[config.mk]
export PLATFORM = sky130hd
export DESIGN_NAME = fnvbh_queue
export DESIGN_NICKNAME = d
export VERILOG_FILES = /design/src/fnvbh_pkg.sv /design/src/fnvbh_queue.sv
export SDC_FILE = /design/constraint.sdc
export NUM_CORES = 1
export LEC_CHECK = 0
export ABC_AREA = 1
export BUFFER_PORTS_ARGS = -buffer_cell sky130_fd_sc_hd__buf_4
export CAP_MARGIN = 5
export CORE_AREA = 2 2 151 153
export CTS_CLUSTER_DIAMETER = 200
export DETAILED_ROUTE_END_ITERATION = 8
export DIE_AREA = 0 0 153 155
export GPL_TIMING_DRIVEN = 0
export HOLD_SLACK_MARGIN = 0.15
export PLACE_DENSITY = 0.74
export SYNTH_ARGS = -nofsm -noshare
export SYNTH_HDL_FRONTEND = slang
export SYNTH_SLANG_ARGS = --single-unit
export TNS_END_PERCENT = 10
[constraint.sdc]
create_clock -name clk -period 9.4 [get_ports clk]
set_clock_uncertainty 0.2 [all_clocks]
set_input_delay 2.35 -clock clk [delete_from_list [all_inputs] [get_ports clk]]
set_output_delay 2.35 -clock clk [all_outputs]
set_load 0.02 [all_outputs]
[src/fnvbh_pkg.sv]
// Package with the shared types and constants of the four-lane block hash.
package fnvbh_pkg;

  localparam int unsigned LANES = 4;
  localparam int unsigned WORD_W = 32;
  localparam int unsigned CNT_W = 5;
  localparam int unsigned IN_DATA_W = 136;
  localparam int unsigned OUT_DATA_W = 128;

  localparam logic [CNT_W-1:0] CHUNK_BYTES = 5'd16;

  localparam logic [WORD_W-1:0] SEED0 = 32'd2166136261;
  localparam logic [WORD_W-1:0] SEED1 = 32'd2246822519;
  localparam logic [WORD_W-1:0] SEED2 = 32'd3266489917;
  localparam logic [WORD_W-1:0] SEED3 = 32'd668265263;

  localparam logic [WORD_W-1:0] PRIME0 = 32'd16777619;
  localparam logic [WORD_W-1:0] PRIME1 = 32'd2246822519;
  localparam logic [WORD_W-1:0] PRIME2 = 32'd3266489917;
  localparam logic [WORD_W-1:0] PRIME3 = 32'd374761393;

  localparam logic [WORD_W-1:0] FNV_PRIME = 32'd16777619;

  localparam logic [WORD_W-1:0] MIX0 = 32'h9E3779B1;
  localparam logic [WORD_W-1:0] MIX2 = 32'h85EBCA77;
  localparam logic [WORD_W-1:0] MIX3 = 32'hC2B2AE3D;

  typedef logic [LANES-1:0][WORD_W-1:0] lanes_t;

  typedef struct packed {
    lanes_t           words;
    logic [CNT_W-1:0] cnt;
    logic             last;
    logic             full;
  } item_t;

  typedef struct packed {
    logic empty;
    logic full;
  } q_status_t;

  typedef enum logic [4:0] {
    ST_IDLE = 5'b00001,
    ST_MUL  = 5'b00010,
    ST_ADD  = 5'b00100,
    ST_FOLD = 5'b01000,
    ST_FIN  = 5'b10000
  } state_t;

  function automatic lanes_t seeds();
    lanes_t s;
    s[0] = SEED0;
    s[1] = SEED1;
    s[2] = SEED2;
    s[3] = SEED3;
    return s;
  endfunction

  function automatic lanes_t primes();
    lanes_t p;
    p[0] = PRIME0;
    p[1] = PRIME1;
    p[2] = PRIME2;
    p[3] = PRIME3;
    return p;
  endfunction

endpackage

[src/fnvbh_queue.sv]
// Small queue of classified chunks between the front and the back.
module fnvbh_queue #(
  parameter int unsigned DEPTH = 2
) (
  input  logic                  clk,
  input  logic                  rst_n,
  input  logic                  push,
  input  fnvbh_pkg::item_t      push_item,
  input  logic                  pop,
  output fnvbh_pkg::item_t      head_item,
  output fnvbh_pkg::q_status_t  q_status,
  output logic [$clog2(DEPTH+1)-1:0] q_count
);
  import fnvbh_pkg::*;

  localparam int unsigned PTR_W = (DEPTH > 1) ? $clog2(DEPTH) : 1;
  localparam int unsigned CNT_QW = $clog2(DEPTH + 1);
  localparam logic [PTR_W-1:0] LAST_PTR = PTR_W'(DEPTH - 1);
  localparam logic [CNT_QW-1:0] FULL_CNT = CNT_QW'(DEPTH);

  item_t             mem_r [DEPTH];
  logic [PTR_W-1:0]  wr_ptr_r, wr_ptr_nxt;
  logic [PTR_W-1:0]  rd_ptr_r, rd_ptr_nxt;
  logic [CNT_QW-1:0] count_r, count_nxt;
  logic              do_push;
  logic              do_pop;

  assign do_push = push && (count_r != FULL_CNT);
  assign do_pop  = pop && (count_r != '0);

  always_comb begin
    wr_ptr_nxt = wr_ptr_r;
    rd_ptr_nxt = rd_ptr_r;
    count_nxt  = count_r;
    if (do_push) begin
      wr_ptr_nxt = (wr_ptr_r == LAST_PTR) ? '0 : wr_ptr_r + 1'b1;
    end
    if (do_pop) begin
      rd_ptr_nxt = (rd_ptr_r == LAST_PTR) ? '0 : rd_ptr_r + 1'b1;
    end
    if (do_push && !do_pop) begin
      count_nxt = count_r + 1'b1;
    end else if (do_pop && !do_push) begin
      count_nxt = count_r - 1'b1;
    end
  end

  always_ff @(posedge clk) begin
    if (!rst_n) begin
      wr_ptr_r <= '0;
      rd_ptr_r <= '0;
      count_r  <= '0;
    end else begin
      wr_ptr_r <= wr_ptr_nxt;
      rd_ptr_r <= rd_ptr_nxt;
      count_r  <= count_nxt;
    end
  end

  always_ff @(posedge clk) begin
    if (do_push) begin
      mem_r[wr_ptr_r] <= push_item;
    end
  end

  assign head_item      = mem_r[rd_ptr_r];
  assign q_status.empty = (count_r == '0);
  assign q_status.full  = (count_r == FULL_CNT);
  assign q_count        = count_r;

endmodule

==> results summary <==
Counting flops and latches in the post-synthesis netlist gives 275. Once detailed placement completed, the half-perimeter wirelength came to 13800 microns. The setup-violating endpoint count in the final report came out at 0.

In this run the cell area measured after placement is 0.0128 sq mm. The max-slew violation total from the final report is 0. After synthesis, the cell types taking the most area are edfxtp_1 (80%), mux2_2 (9.4%), mux2_4 (7.4%), dfxtp_1 (0.98%), buf_6 (0.77%).

The depth of the worst hold-timing path is 2. The antenna diode instance count is 0. On the critical path, the stage with the largest delay is an instance of dfxtp_1. Entering global routing, the biggest net connects 34 pins.

The average via count per standard cell is 4.84. Counting the buffers created by CTS gives 29. The maximum clock frequency is 225 MHz. The summed area of non-filler cells in the final layout is 0.0137 sq mm. The number of antenna violations at the first check in global routing is 0.

The library cell used most frequently in the layout, excluding fill and tap cells, is buf_4. The layout overhead on the synthesized area came out at 35.0%. The horizontal die dimension is 153 microns. STA classifies the critical path endpoint as an output pin.

Of all nets on the critical path, the largest fanout is 10. The share of the clock period used by the worst path after layout came out at 47.2%. The region available for standard cell placement spans 0.0222 sq mm. STA puts the critical path data required time at 6.85 ns. The worst hold slack came out at 0.300 ns.

The quantity of hold-fixing buffers added after cts is 0. The post-CTS setup repair buffer count is 0. In the final routed layout, each cell accounts on average for 18.2 microns. The count of unique library cells instantiated by Yosys came out at 14. The hold violation total from the final report is 0. The worst-case clock buffer depth came out at 3. The global route total overflow is 0. The fill cell total of the finished layout came out at 1586. The slew at the pin closest to its max-slew limit came out at 0.930 ns. The synthesized cell area came out at 0.0102 sq mm. Leaving out fill and tap cells, the most frequent cells in the layout are buf_4 (277), edfxtp_1 (270), mux2_2 (85). In this run, post-CTS repair resized a total of 0 instances. The worst register-to-register path begins at q_count[0]. The worst-case register-to-register setup slack came out at 6.75 ns. The area enclosed by the die boundary came out at 0.0237 sq mm. Summed over all cells, the static leakage comes to 0.00527 uW. The TritonCTS clock tree is yes. Once routing completed, OpenROAD measured the worst setup slack at 4.96 ns.

The ratio of cells with drive above 1 in the final layout came out at 60.3%. The port buffer count came out at 277. In this run the worst hold path is classified as reg -> reg.

The arrival time of the worst setup path came out at 1.89 ns. In this run the number of H-tree levels came out at 1. The portion of synthesized cell area occupied by the leading cell type is 79.7%. The worst register-to-register path has a depth of 4. The max-cap violation count came out at 0. The die boundary height came out at 155 microns. The relative slew slack came out at 37.9%. Setup repair after global routing left no endpoint under its margin. The number of nets in the synthesized netlist is 598.

The critical path goes through buf_6 > buf_6 > buf_6 > mux2_4 > buf_4. The setup slack at placement came out at 4.78 ns. The CTS clock-pin slew for the worst setup and hold paths is 0.06 ns. In this run the critical register-to-register path is captured at mem_r[0][65].

The ratio of total power to cell area is 275 mW/mm^2. The cell that appears most often on the critical path is buf_6. The floorplan has 55 rows.

The residual DRC count came out at 0. The via count of the first global-routing pass was 5638. The highest ir drop seen on vdd came out at 0.000196 V. The number of detailed-route iterations in the first pass is 4. The critical path is of the reg -> out type. In this run the mean area of a mapped cell was 22.2 sq um. The minimum clock period is 4.44 ns. The post-synthesis sequential area ratio is 80.7%. The congestion estimate from routability-driven global placement came to 0.754. The detailed-route via count came out at 5225. The synthesized design spends more area on one cell type than any other, namely edfxtp_1.

The antenna violation net count after detailed routing is 0. The first-pass GRT wire length is 29600 microns. The initial utilization of the core area, before any placement, comes to 45.8%. The flow ran to the end, and the final reports show no timing, DRC or antenna violations. The number of design-rule violations left by the first detailed-router iteration came out at 249. The sort of element at the start of the critical path is a register. In this run the count of I/O pins placed on the die edge is 278. The gate count after technology mapping came out at 458.

The total number of clock tree sinks came out at 275. The total detailed-routing wirelength is 19700 microns. The total track usage is 15.7%. The maximum single-stage delay on the critical path is 0.32 ns.

For the worst-skew pair, the clock arrives at the later sink with an insertion delay of 0.52 ns. The number of warnings issued by yosys came out at 0. The net count of the finished layout is 914. The endpoint of the most critical setup path is head_item[74]. The cell sitting at the root of the clock tree is a clkbuf_16.
## where the power goes
group / total [uW] / switching, uW / internal (uW)
Combinational: 1080 / 572 / 509
Sequential: 1590 / 42.0 / 1550
Clock: 1110 / 435 / 672
## layout make-up
type	count	area, sq um	share of cell area, %
tap	285	357	2.60
inverter	9	33.8	0.246
sequential	275	8210	59.8
multi-input combinational	159	1830	13.3
buffer	15	119	0.865
timing repair buffer	285	2250	16.4
clock inverter	18	190	1.38
clock buffer	34	744	5.42
## worst min path at each step
stage / end / start / slack, ns
after global routing: register / rd_ptr_r / 0.35
after floorplan: register / rd_ptr_r / 0.27
after detailed placement: register / rd_ptr_r / 0.29
final: register / rd_ptr_r / 0.30
after CTS: register / rd_ptr_r / 0.31
after global placement: rd_ptr_r / rd_ptr_r / 0.28
## state kept, by name (all words and copies together) (netlist names), named ones only
register,flops
q_count,2
wr_ptr_r,1
mem_r,270
rd_ptr_r,1
## through the flow
step / total power [uW] / TNS (ns) / instances / utilization (%)
floorplan: 2290 / 0 / 458 / -
global placement: 2700 / -589.01 / 1020 / 56.7
detailed placement: 2710 / 0 / 1028 / 57.6
CTS: 3820 / 0 / 1080 / 61.8
global route: 3930 / 0 / 1080 / 61.8
finish: 3780 / 0 / 1080 / 61.8
## logic make-up after synthesis
logic type	after synthesis	synth area share (%)
buffers and inverters	24	1.50
AND/OR/NAND/NOR	19	0.738
adder cells (fa/ha/maj)	1	0.123
AO/OA/AOI/OAI	4	0.197
multiplexers	135	16.8
flip-flops	275	80.7
## layer usage
| layer | GRT usage (%) | part of all wire, % |
|---|---|---|
| met4 | 4.89 | 2.4 |
| met1 | 19.3 | 39 |
| met5 | 0 | 0 |
| met3 | 5.01 | 8.8 |
| met2 | 26.9 | 50 |
## Yosys cell counts, drive strengths merged
| cell type | n |
|---|---|
| a21oi | 1 |
| buf | 15 |
| dfxtp | 5 |
| edfxtp | 270 |
| ha | 1 |
| inv | 9 |
| mux2 | 135 |
| nand2 | 6 |
| nand3 | 1 |
| nand4 | 1 |
| nor2 | 11 |
| o21ai | 3 |
## worst max-delay path: cells and delay by family (launching register included)
family                 cells  cell delay (ns)
buffers and inverters      4             0.71
DFF                        1             0.32
muxes                      1             0.32
Note: power is estimated with default switching activity, not from simulation.
